===== src/hdl/dsv_pkg.sv =====
// Types, constants and helper functions of the date string validator
package dsv_pkg;

    localparam int CHAR_W    = 8;
    localparam int DIG_W     = 7;
    localparam int POS_W     = 4;
    localparam int YEAR_W    = 14;
    localparam int DATE_W    = 27;
    localparam int CFG_IDX_W = 2;
    localparam int TDATA_W   = 32;

    localparam logic [POS_W-1:0] TEXT_LEN   = 4'd10;
    localparam logic [POS_W-1:0] LAST_POS   = 4'd9;
    localparam logic [POS_W-1:0] POS_SAT    = 4'd11;
    localparam logic [POS_W-1:0] SEP_POS_A  = 4'd4;
    localparam logic [POS_W-1:0] SEP_POS_B  = 4'd7;
    localparam logic [POS_W-1:0] YLOW_START = 4'd2;
    localparam logic [POS_W-1:0] MON_START  = 4'd5;
    localparam logic [POS_W-1:0] DAY_START  = 4'd8;

    localparam logic [CHAR_W-1:0] CH_DASH = 8'h2D;
    localparam logic [CHAR_W-1:0] CH_DOT  = 8'h2E;
    localparam logic [CHAR_W-1:0] CH_ZERO = 8'h30;
    localparam logic [CHAR_W-1:0] CH_NINE = 8'h39;

    localparam logic [DATE_W-1:0] FALLBACK_DATE = 27'd20010101;
    localparam logic [DATE_W-1:0] MAX_DATE_RST  = 27'd99991231;
    localparam logic [YEAR_W-1:0] MIN_YEAR_RST  = 14'd1900;
    localparam logic [DIG_W-1:0]  MONTHS        = 7'd12;

    // Register indexes on the configuration port
    localparam logic [CFG_IDX_W-1:0] CFG_MIN_YEAR = 2'd0;
    localparam logic [CFG_IDX_W-1:0] CFG_MAX_DATE = 2'd1;
    localparam logic [CFG_IDX_W-1:0] CFG_CONFIRM  = 2'd2;

    typedef enum logic [2:0] {
        ST_OK,
        ST_BAD_LEN,
        ST_BAD_CHAR,
        ST_BAD_CAL,
        ST_AFTER_MAX
    } t_status;

    // Fields collected from one complete text
    typedef struct packed {
        logic [DIG_W-1:0] cent;
        logic [DIG_W-1:0] ylow;
        logic [DIG_W-1:0] month;
        logic [DIG_W-1:0] day;
        logic             len_ok;
        logic             fmt_bad;
    } t_tok;

    typedef struct packed {
        logic [YEAR_W-1:0] min_year;
        logic [DATE_W-1:0] max_date;
        logic              confirm;
    } t_cfg;

    function automatic logic [DIG_W-1:0] push_digit(input logic [DIG_W-1:0] acc,
                                                    input logic [3:0] d);
        logic [10:0] t;
        t = {4'b0, acc} * 11'd10 + {7'b0, d};
        return t[DIG_W-1:0];
    endfunction

    function automatic logic [4:0] month_len(input logic [3:0] month, input logic leap);
        logic [4:0] len;
        case (month) inside
            4'd2:                   len = leap ? 5'd29 : 5'd28;
            4'd4, 4'd6, 4'd9, 4'd11: len = 5'd30;
            default:                len = 5'd31;
        endcase
        return len;
    endfunction

endpackage


===== src/hdl/dsv_parse.sv =====
// Character front end: position tracking, format check and digit accumulation
module dsv_parse (
    input  logic                      i_clk,
    input  logic                      i_rst_n,
    input  logic                      i_vld,
    input  logic                      i_ready,
    input  logic [dsv_pkg::CHAR_W-1:0] i_char,
    input  logic                      i_last,
    output logic                      o_tok_vld,
    output dsv_pkg::t_tok             o_tok
);
    import dsv_pkg::*;

    logic [POS_W-1:0] r_pos, n_pos;
    logic [DIG_W-1:0] r_cent, r_ylow, r_mon, r_day;
    logic [DIG_W-1:0] u_cent, u_ylow, u_mon, u_day;
    logic [DIG_W-1:0] n_cent, n_ylow, n_mon, n_day;
    logic             r_bad, u_bad, n_bad;
    logic             acc, is_sep, is_dig, sep_ok;
    logic [3:0]       d;
    logic [CHAR_W-1:0] diff;

    assign acc    = i_vld & i_ready;
    assign is_sep = (r_pos == SEP_POS_A) || (r_pos == SEP_POS_B);
    assign is_dig = (i_char >= CH_ZERO) && (i_char <= CH_NINE);
    assign sep_ok = (i_char == CH_DASH) || (i_char == CH_DOT);
    assign diff   = i_char - CH_ZERO;
    assign d      = diff[3:0];

    always_comb begin
        u_cent = r_cent;
        u_ylow = r_ylow;
        u_mon  = r_mon;
        u_day  = r_day;
        u_bad  = r_bad;
        if (r_pos < TEXT_LEN) begin
            if (is_sep) begin
                if (!sep_ok) u_bad = 1'b1;
            end else if (!is_dig) begin
                u_bad = 1'b1;
            end else if (r_pos < YLOW_START) begin
                u_cent = push_digit(r_cent, d);
            end else if (r_pos < SEP_POS_A) begin
                u_ylow = push_digit(r_ylow, d);
            end else if (r_pos < DAY_START) begin
                u_mon = push_digit(r_mon, d);
            end else begin
                u_day = push_digit(r_day, d);
            end
        end
    end

    always_comb begin
        n_pos  = r_pos;
        n_cent = r_cent;
        n_ylow = r_ylow;
        n_mon  = r_mon;
        n_day  = r_day;
        n_bad  = r_bad;
        if (acc) begin
            if (i_last) begin
                n_pos  = '0;
                n_cent = '0;
                n_ylow = '0;
                n_mon  = '0;
                n_day  = '0;
                n_bad  = 1'b0;
            end else begin
                n_pos  = (r_pos < POS_SAT) ? r_pos + 4'd1 : r_pos;
                n_cent = u_cent;
                n_ylow = u_ylow;
                n_mon  = u_mon;
                n_day  = u_day;
                n_bad  = u_bad;
            end
        end
    end

    always_ff @(posedge i_clk) begin
        if (!i_rst_n) begin
            r_pos  <= '0;
            r_cent <= '0;
            r_ylow <= '0;
            r_mon  <= '0;
            r_day  <= '0;
            r_bad  <= 1'b0;
        end else begin
            r_pos  <= n_pos;
            r_cent <= n_cent;
            r_ylow <= n_ylow;
            r_mon  <= n_mon;
            r_day  <= n_day;
            r_bad  <= n_bad;
        end
    end

    assign o_tok_vld     = acc & i_last;
    assign o_tok.cent    = u_cent;
    assign o_tok.ylow    = u_ylow;
    assign o_tok.month   = u_mon;
    assign o_tok.day     = u_day;
    assign o_tok.len_ok  = (r_pos == LAST_POS);
    assign o_tok.fmt_bad = u_bad;

endmodule


===== src/hdl/dsv_check.sv =====
// Calendar check pipeline: year build, month length, packing, max-date compare
module dsv_check (
    input  logic                        i_clk,
    input  logic                        i_rst_n,
    input  logic                        i_tok_vld,
    input  dsv_pkg::t_tok               i_tok,
    input  dsv_pkg::t_cfg               i_cfg,
    output logic                        o_ready,
    output logic                        o_vld,
    input  logic                        i_out_ready,
    output logic [dsv_pkg::TDATA_W-1:0] o_tdata
);
    import dsv_pkg::*;

    // stage B: captured text fields
    logic r_b_vld;
    t_tok r_b;
    // stage C: year and month/day sums
    logic              r_c_vld, r_c_leap;
    logic [YEAR_W-1:0] r_c_year, r_c_md;
    logic [DIG_W-1:0]  r_c_mon, r_c_day;
    t_status           r_c_pre;
    // stage D: calendar result
    logic              r_d_vld;
    logic [DATE_W-1:0] r_d_packed;
    t_status           r_d_status;
    // stage E: output word
    logic              r_e_vld;
    logic [DATE_W-1:0] r_e_packed;
    t_status           r_e_status;

    logic b_ready, c_ready, d_ready, e_ready;
    logic              n_c_leap, cal_ok;
    logic [YEAR_W-1:0] n_c_year, n_c_md;
    logic [DATE_W-1:0] n_d_packed;
    t_status           n_c_pre, n_d_status, n_e_status;

    assign e_ready = !r_e_vld || i_out_ready;
    assign d_ready = !r_d_vld || e_ready;
    assign c_ready = !r_c_vld || d_ready;
    assign b_ready = !r_b_vld || c_ready;

    always_comb begin
        n_c_year = {7'b0, r_b.cent} * 14'd100 + {7'b0, r_b.ylow};
        n_c_md   = {7'b0, r_b.month} * 14'd100 + {7'b0, r_b.day};
        // year mod 4 follows the low pair; century years need the century pair
        n_c_leap = ((r_b.ylow[1:0] == 2'd0) && (r_b.ylow != '0))
                || ((r_b.ylow == '0) && (r_b.cent[1:0] == 2'd0));
        if (!r_b.len_ok)      n_c_pre = ST_BAD_LEN;
        else if (r_b.fmt_bad) n_c_pre = ST_BAD_CHAR;
        else                  n_c_pre = ST_OK;
    end

    always_comb begin
        cal_ok = (r_c_year >= i_cfg.min_year) && (r_c_mon != '0) && (r_c_mon <= MONTHS)
              && (r_c_day != '0)
              && (r_c_day <= {2'b0, month_len(r_c_mon[3:0], r_c_leap)});
        n_d_packed = FALLBACK_DATE;
        if (r_c_pre != ST_OK) begin
            n_d_status = r_c_pre;
        end else if (!cal_ok) begin
            n_d_status = ST_BAD_CAL;
        end else begin
            n_d_status = ST_OK;
            n_d_packed = {13'b0, r_c_year} * 27'd10000 + {13'b0, r_c_md};
        end
    end

    always_comb begin
        if ((r_d_status == ST_OK) && i_cfg.confirm && (r_d_packed > i_cfg.max_date))
            n_e_status = ST_AFTER_MAX;
        else
            n_e_status = r_d_status;
    end

    always_ff @(posedge i_clk) begin
        if (!i_rst_n) begin
            r_b_vld <= 1'b0;
            r_c_vld <= 1'b0;
            r_d_vld <= 1'b0;
            r_e_vld <= 1'b0;
        end else begin
            if (b_ready) r_b_vld <= i_tok_vld;
            if (c_ready) r_c_vld <= r_b_vld;
            if (d_ready) r_d_vld <= r_c_vld;
            if (e_ready) r_e_vld <= r_d_vld;
        end
    end

    always_ff @(posedge i_clk) begin
        if (b_ready && i_tok_vld) r_b <= i_tok;
        if (c_ready && r_b_vld) begin
            r_c_year <= n_c_year;
            r_c_md   <= n_c_md;
            r_c_mon  <= r_b.month;
            r_c_day  <= r_b.day;
            r_c_leap <= n_c_leap;
            r_c_pre  <= n_c_pre;
        end
        if (d_ready && r_c_vld) begin
            r_d_packed <= n_d_packed;
            r_d_status <= n_d_status;
        end
        if (e_ready && r_d_vld) begin
            r_e_packed <= r_d_packed;
            r_e_status <= n_e_status;
        end
    end

    assign o_ready = b_ready;
    assign o_vld   = r_e_vld;
    assign o_tdata = {1'b0, r_e_status, (r_e_status == ST_OK), r_e_packed};

endmodule


===== src/hdl/date_string_validator_unit.sv =====
// Top level of the date string validator: configuration registers and stage wiring
//
// Input stream (s_axis): one ASCII character per word, tlast on the final
// character of each date text. Every character is checked and folded into the
// running state when taken, so a word can be accepted on any cycle with tready high.
// Output stream (m_axis): one word per text, issued for the tlast character,
// carrying the packed YYYYMMDD date, the accepted flag and a status code
// (ok, bad length, bad character, bad calendar, after max date).
// Path of a result: the fields of the tlast character are registered in stage B
// (capture), then C (year build), D (calendar check) and E (max-date compare).
// Throughput: one character per cycle while s_axis_tready is high, set by the
// character front end; the check pipeline holds up to four results in flight.
// Receiver stall: results wait in the pipeline registers; s_axis_tready stays
// high while any stage can still take a word, and drops once all are full.
// Reset (synchronous, active low): clears the text state and the pipeline,
// and loads min year 1900, max date 99991231, confirm mode off.
// The user must write configuration through i_cfg_we/i_cfg_index/i_cfg_wdata only
// while no text is in progress and no result is pending; the block does not enforce it.
module date_string_validator_unit (
    input  logic                          i_clk,
    input  logic                          i_rst_n,
    input  logic                          s_axis_tvalid,
    output logic                          s_axis_tready,
    input  logic [dsv_pkg::CHAR_W-1:0]    s_axis_tdata,   // [7:0] character
    input  logic                          s_axis_tlast,   // last character of text
    output logic                          m_axis_tvalid,
    input  logic                          m_axis_tready,
    output logic [dsv_pkg::TDATA_W-1:0]   m_axis_tdata,   // [26:0] packed_date,
                                                          // [27] accepted,
                                                          // [30:28] status, [31] zero
    input  logic                          i_cfg_we,
    input  logic [dsv_pkg::CFG_IDX_W-1:0] i_cfg_index,
    input  logic [dsv_pkg::DATE_W-1:0]    i_cfg_wdata
);
    import dsv_pkg::*;

    logic [YEAR_W-1:0] r_min_year;
    logic [DATE_W-1:0] r_max_date;
    logic              r_confirm;
    t_cfg              cfg;
    t_tok              tok;
    logic              tok_vld, ready;

    always_ff @(posedge i_clk) begin
        if (!i_rst_n) begin
            r_min_year <= MIN_YEAR_RST;
            r_max_date <= MAX_DATE_RST;
            r_confirm  <= 1'b0;
        end else if (i_cfg_we) begin
            case (i_cfg_index)
                CFG_MIN_YEAR: r_min_year <= i_cfg_wdata[YEAR_W-1:0];
                CFG_MAX_DATE: r_max_date <= i_cfg_wdata;
                CFG_CONFIRM:  r_confirm  <= i_cfg_wdata[0];
                default: ;    // unused index, write dropped
            endcase
        end
    end

    assign cfg.min_year = r_min_year;
    assign cfg.max_date = r_max_date;
    assign cfg.confirm  = r_confirm;

    // per-character front end
    dsv_parse u_parse (
        .i_clk     (i_clk),
        .i_rst_n   (i_rst_n),
        .i_vld     (s_axis_tvalid),
        .i_ready   (ready),
        .i_char    (s_axis_tdata),
        .i_last    (s_axis_tlast),
        .o_tok_vld (tok_vld),
        .o_tok     (tok)
    );

    // per-text calendar pipeline and output register
    dsv_check u_check (
        .i_clk       (i_clk),
        .i_rst_n     (i_rst_n),
        .i_tok_vld   (tok_vld),
        .i_tok       (tok),
        .i_cfg       (cfg),
        .o_ready     (ready),
        .o_vld       (m_axis_tvalid),
        .i_out_ready (m_axis_tready),
        .o_tdata     (m_axis_tdata)
    );

    assign s_axis_tready = ready;

endmodule


===== config.mk =====
export PLATFORM = sky130hd
export DESIGN_NAME = date_string_validator_unit
export DESIGN_NICKNAME = d
export VERILOG_FILES = /design/src/hdl/dsv_pkg.sv /design/src/hdl/dsv_parse.sv /design/src/hdl/dsv_check.sv /design/src/hdl/date_string_validator_unit.sv
export SDC_FILE = /design/constraint.sdc
export NUM_CORES = 1
export LEC_CHECK = 0
export ABC_AREA = 1
export ABC_CLOCK_PERIOD_IN_PS = 5400
export BUFFER_PORTS_ARGS = -buffer_cell sky130_fd_sc_hd__buf_4
export CORE_ASPECT_RATIO = 0.7
export CORE_MARGIN = 2
export CORE_UTILIZATION = 63
export DETAILED_ROUTE_END_ITERATION = 8
export PLACE_DENSITY = 0.82
export RECOVER_POWER = 25
export SLEW_MARGIN = 15
export SYNTH_ARGS = -nofsm -noshare
export SYNTH_HDL_FRONTEND = slang
export SYNTH_SLANG_ARGS = --single-unit
export TNS_END_PERCENT = 30

===== constraint.sdc =====
create_clock -name i_clk -period 5.4 [get_ports i_clk]
set_input_delay 1.62 -clock i_clk [delete_from_list [all_inputs] [get_ports i_clk]]
set_output_delay 1.62 -clock i_clk [all_outputs]
set_load 0.02 [all_outputs]

==> metrics.txt <==
CP peak stage delay=~0.56 ns; crit-path leading delay family=adder cells; Overall Global Routing Usage=0.282; Routed WL=roughly 34 mm; Max-cap violations=2; gpl congestion=approximately 0.94; Worst Setup End Kind=flip-flop; Clock Tree Buf Depth=3; pwr/cell area=between 300 and 400 nW/um2; Setup TNS=0 ns; Synth warnings=0; min Tclk post-route=between 5 and 6 ns; worst path bufs/invs=2; met1 WL=15.1 mm; port bufs=75; Tot Pwr=about 5300 uW; worst skew pair latency=around 0.53 ns; Core ar.=22800 um2; Worst IR Drop VDD=0.257 mV; CP arrival=5.30 ns; sequential share of the synthesized area=0.376; nets=roughly 2000; layout cells sized above 1=0.0997; worst-path cell chain=inv_1, fa_1, inv_1, ha_1, ha_1, fa_1, ha_1, nand2_1, nand3_1, xor2_1, ha_1, nand2_1, nor2_2, nand2_1, nor2_1, nor2_2, nor3_4, nand3_1, nand2_1, nand3_1; Via density=roughly 5.6; Root Driver=clkbuf_16; Die Wd=~190 um; FMAX=between 150 and 200 MHz; leading area contributor after synthesis=edfxtp_1; Hold Path Class=flip-flop to flip-flop; initial antenna violation count=0; Final HPWL DP=between 20 and 30 mm; Final ANT Viol Nets=0; Slew Viols, Final=78; Final Hold Fails=0; sequential share of power=0.333; cts bufs inserted=22; CTS hold repair buffers=0; most frequent cells in the layout=330 x nand2_1, 279 x inv_1, 209 x ha_1, 132 x edfxtp_1, 109 x a21oi_1; largest net degree at the start of global routing=47; Net Sw Frac=0.382; Syn Inst Count=about 1700; Crit Path Max Fanout=6; die footprint=24700 um2; status=complete, but fails checks; skew final=around 0.028 ns; combinational share of power=0.383; Primary FF master, synth=edfxtp_1; commonest non-fill, non-tap cell in the layout=nand2_1; NetSw=2040 uW; fillers=approximately 1700; CTS tree=done; Yosys top cell area share=0.269; Initial Utilization=0.646; WL/cell=16.5 um; Cell Area, Synth=~15000 um2; Slew @ Worst Pin=approximately 2.3 ns; Slowest cell on crit path=fa_1; I/O pin total=77; CP Class=flip-flop to flip-flop; WL met2=approximately 16 mm; top routing layer used=met4; Clk pwr share=0.285; LEAKAGE=slightly below 0.008 uW; violated checks=max-capacitance violations, max-slew violations; postcts setup bufs=0; vias in the first global route=around 12000; first-pass detailed-route iteration total=8; Die Height=between 100 and 150 um; Seq cells post-synth=approximately 210; initial drt markers=904; Slew Limit Headroom=-0.504; Mapped Avg Cell Area=8.82 um2; first-pass GRT wire length=57.1 mm; Congestion Overflow GR=0; post-synthesis async set-or-reset flop share=0; Internal=roughly 3300 uW; net count after synthesis=between 1500 and 2000; final worst-path cycle share=0.945; # setup viols final=0; synthesis-to-layout area growth=10.8%; Site Rows=46; Area contributors post-synth=edfxtp_1 27%, ha_1 18%, dfxtp_1 11%; # DRC=0; via count=between 10000 and 15000; # clock sinks=211; Distinct cells, synth=46; Post-synth EDFFs=roughly 130; # diodes=0; CP startpoint kind=flip-flop; RSZ-0062 raised after global routing=no; routed length on met3=about 2.2 mm; Reg clk slew, reported paths=around 0.07 ns; H-tree levels=1; Req. time, crit path=5.60 ns
[cells by family after synthesis]
family / after synthesis / synth area share
other cells: 1 / 0.000254
compound gates: 231 / 0.0896
buf+inv: 319 / 0.0824
xor+xnor: 66 / 0.0392
mux: 3 / 0.00203
fa+ha+maj: 253 / 0.237
simple gates: 590 / 0.174
flops: 211 / 0.376
[state kept, by name, indices dropped and copies added (netlist names), 2 cells and up]
| signal | flops |
|---|---|
| u_check.r_e_status | 3 |
| u_check.r_b | 30 |
| u_check.r_c_mon | 7 |
| u_check.r_c_day | 7 |
| u_parse.r_pos | 4 |
| u_check.r_c_pre | 2 |
| r_min_year | 14 |
| u_check.r_c_md | 12 |
| r_max_date | 27 |
| u_parse.r_mon | 7 |
| u_check.r_d_status | 2 |
| u_check.r_d_packed | 27 |
| u_parse.r_cent | 7 |
| u_check.r_e_packed | 27 |
| u_parse.r_ylow | 7 |
| u_parse.r_day | 7 |
| u_check.r_c_year | 14 |
[final cells by class]
type	count	area, um2	share of cell area
Timing Repair Buffer	82	601	0.0367
Multi-Input combinational cell	1144	8010	0.490
Inverter	288	1080	0.0661
Clock inverter	13	140	0.00857
Clock buffer	27	579	0.0354
Tap cell	312	390	0.0239
Sequential cell	211	5550	0.339
[layer usage]
layer  up-vias  track usage
li1       5648            -
met1      5393        0.380
met2       413        0.471
met3        83       0.0437
met4         0       0.0926
met5         -            0
[metrics by stage]
step                      std cells  cell area (um2)   util  setup slack (ns)  hold slack (ns)
after floorplan                1674            14800      -             0.866            0.400
after global placement         2037            15600  0.684             0.523            0.402
after detailed placement       2037            15600  0.684             0.393            0.407
after CTS                      2077            16400  0.716             0.340            0.423
after global routing           2077            16300  0.715            0.0394            0.448
final                          2077            16300  0.715             0.298            0.421
[power by group through the flow]
stage	Combinational [uW]	Sequential (uW)	Clock (uW)
final	2050	1780	1520
after global routing	2310	1780	1600
after CTS	2010	1780	1540
after detailed placement	1980	1820	0
after global placement	1920	1810	0
after floorplan	1550	1810	0
[worst register-to-register path: cells and delay by family, from the launching register on]
kind | cells | cell delay [ns]
adders and majority gates | 6 | 2.35
and+or+nand+nor | 11 | 1.56
DFF | 1 | 0.47
buffers and inverters | 2 | 0.22
xor gates and xnor gates | 1 | 0.19
[worst paths after layout]
path,from,endpoint,slack [ns],cells after the start
hold reg to reg,u_check.r_b[3],u_check.r_c_day[1],0.42,0
setup / recovery,u_check.r_c_year[2],u_check.r_d_packed[24],0.30,20
hold / removal,u_check.r_b[3],u_check.r_c_day[1],0.42,0
setup reg to reg,u_check.r_c_year[2],u_check.r_d_packed[24],0.30,20
[synthesized netlist by cell type (9+ instances only)]
| library cell | count |
|---|---|
| nand2_1 | 330 |
| inv_1 | 280 |
| ha_1 | 209 |
| edfxtp_1 | 132 |
| a21oi_1 | 109 |
| nor2_1 | 109 |
| dfxtp_1 | 79 |
| nand3_1 | 70 |
| o21ai_0 | 61 |
| fa_1 | 44 |
| xor2_1 | 34 |
| xnor2_1 | 32 |
| o211ai_1 | 30 |
| nand2_2 | 22 |
| clkbuf_1 | 20 |
| nand4_1 | 18 |
| buf_2 | 9 |
[timing repair]
item | in CTS | in global routing
gates resized for setup | 0 | 2
endpoints found under the setup margin | 0 | 4
endpoints found under the hold margin | 0 | 0
(Power assumes the default switching activity.)
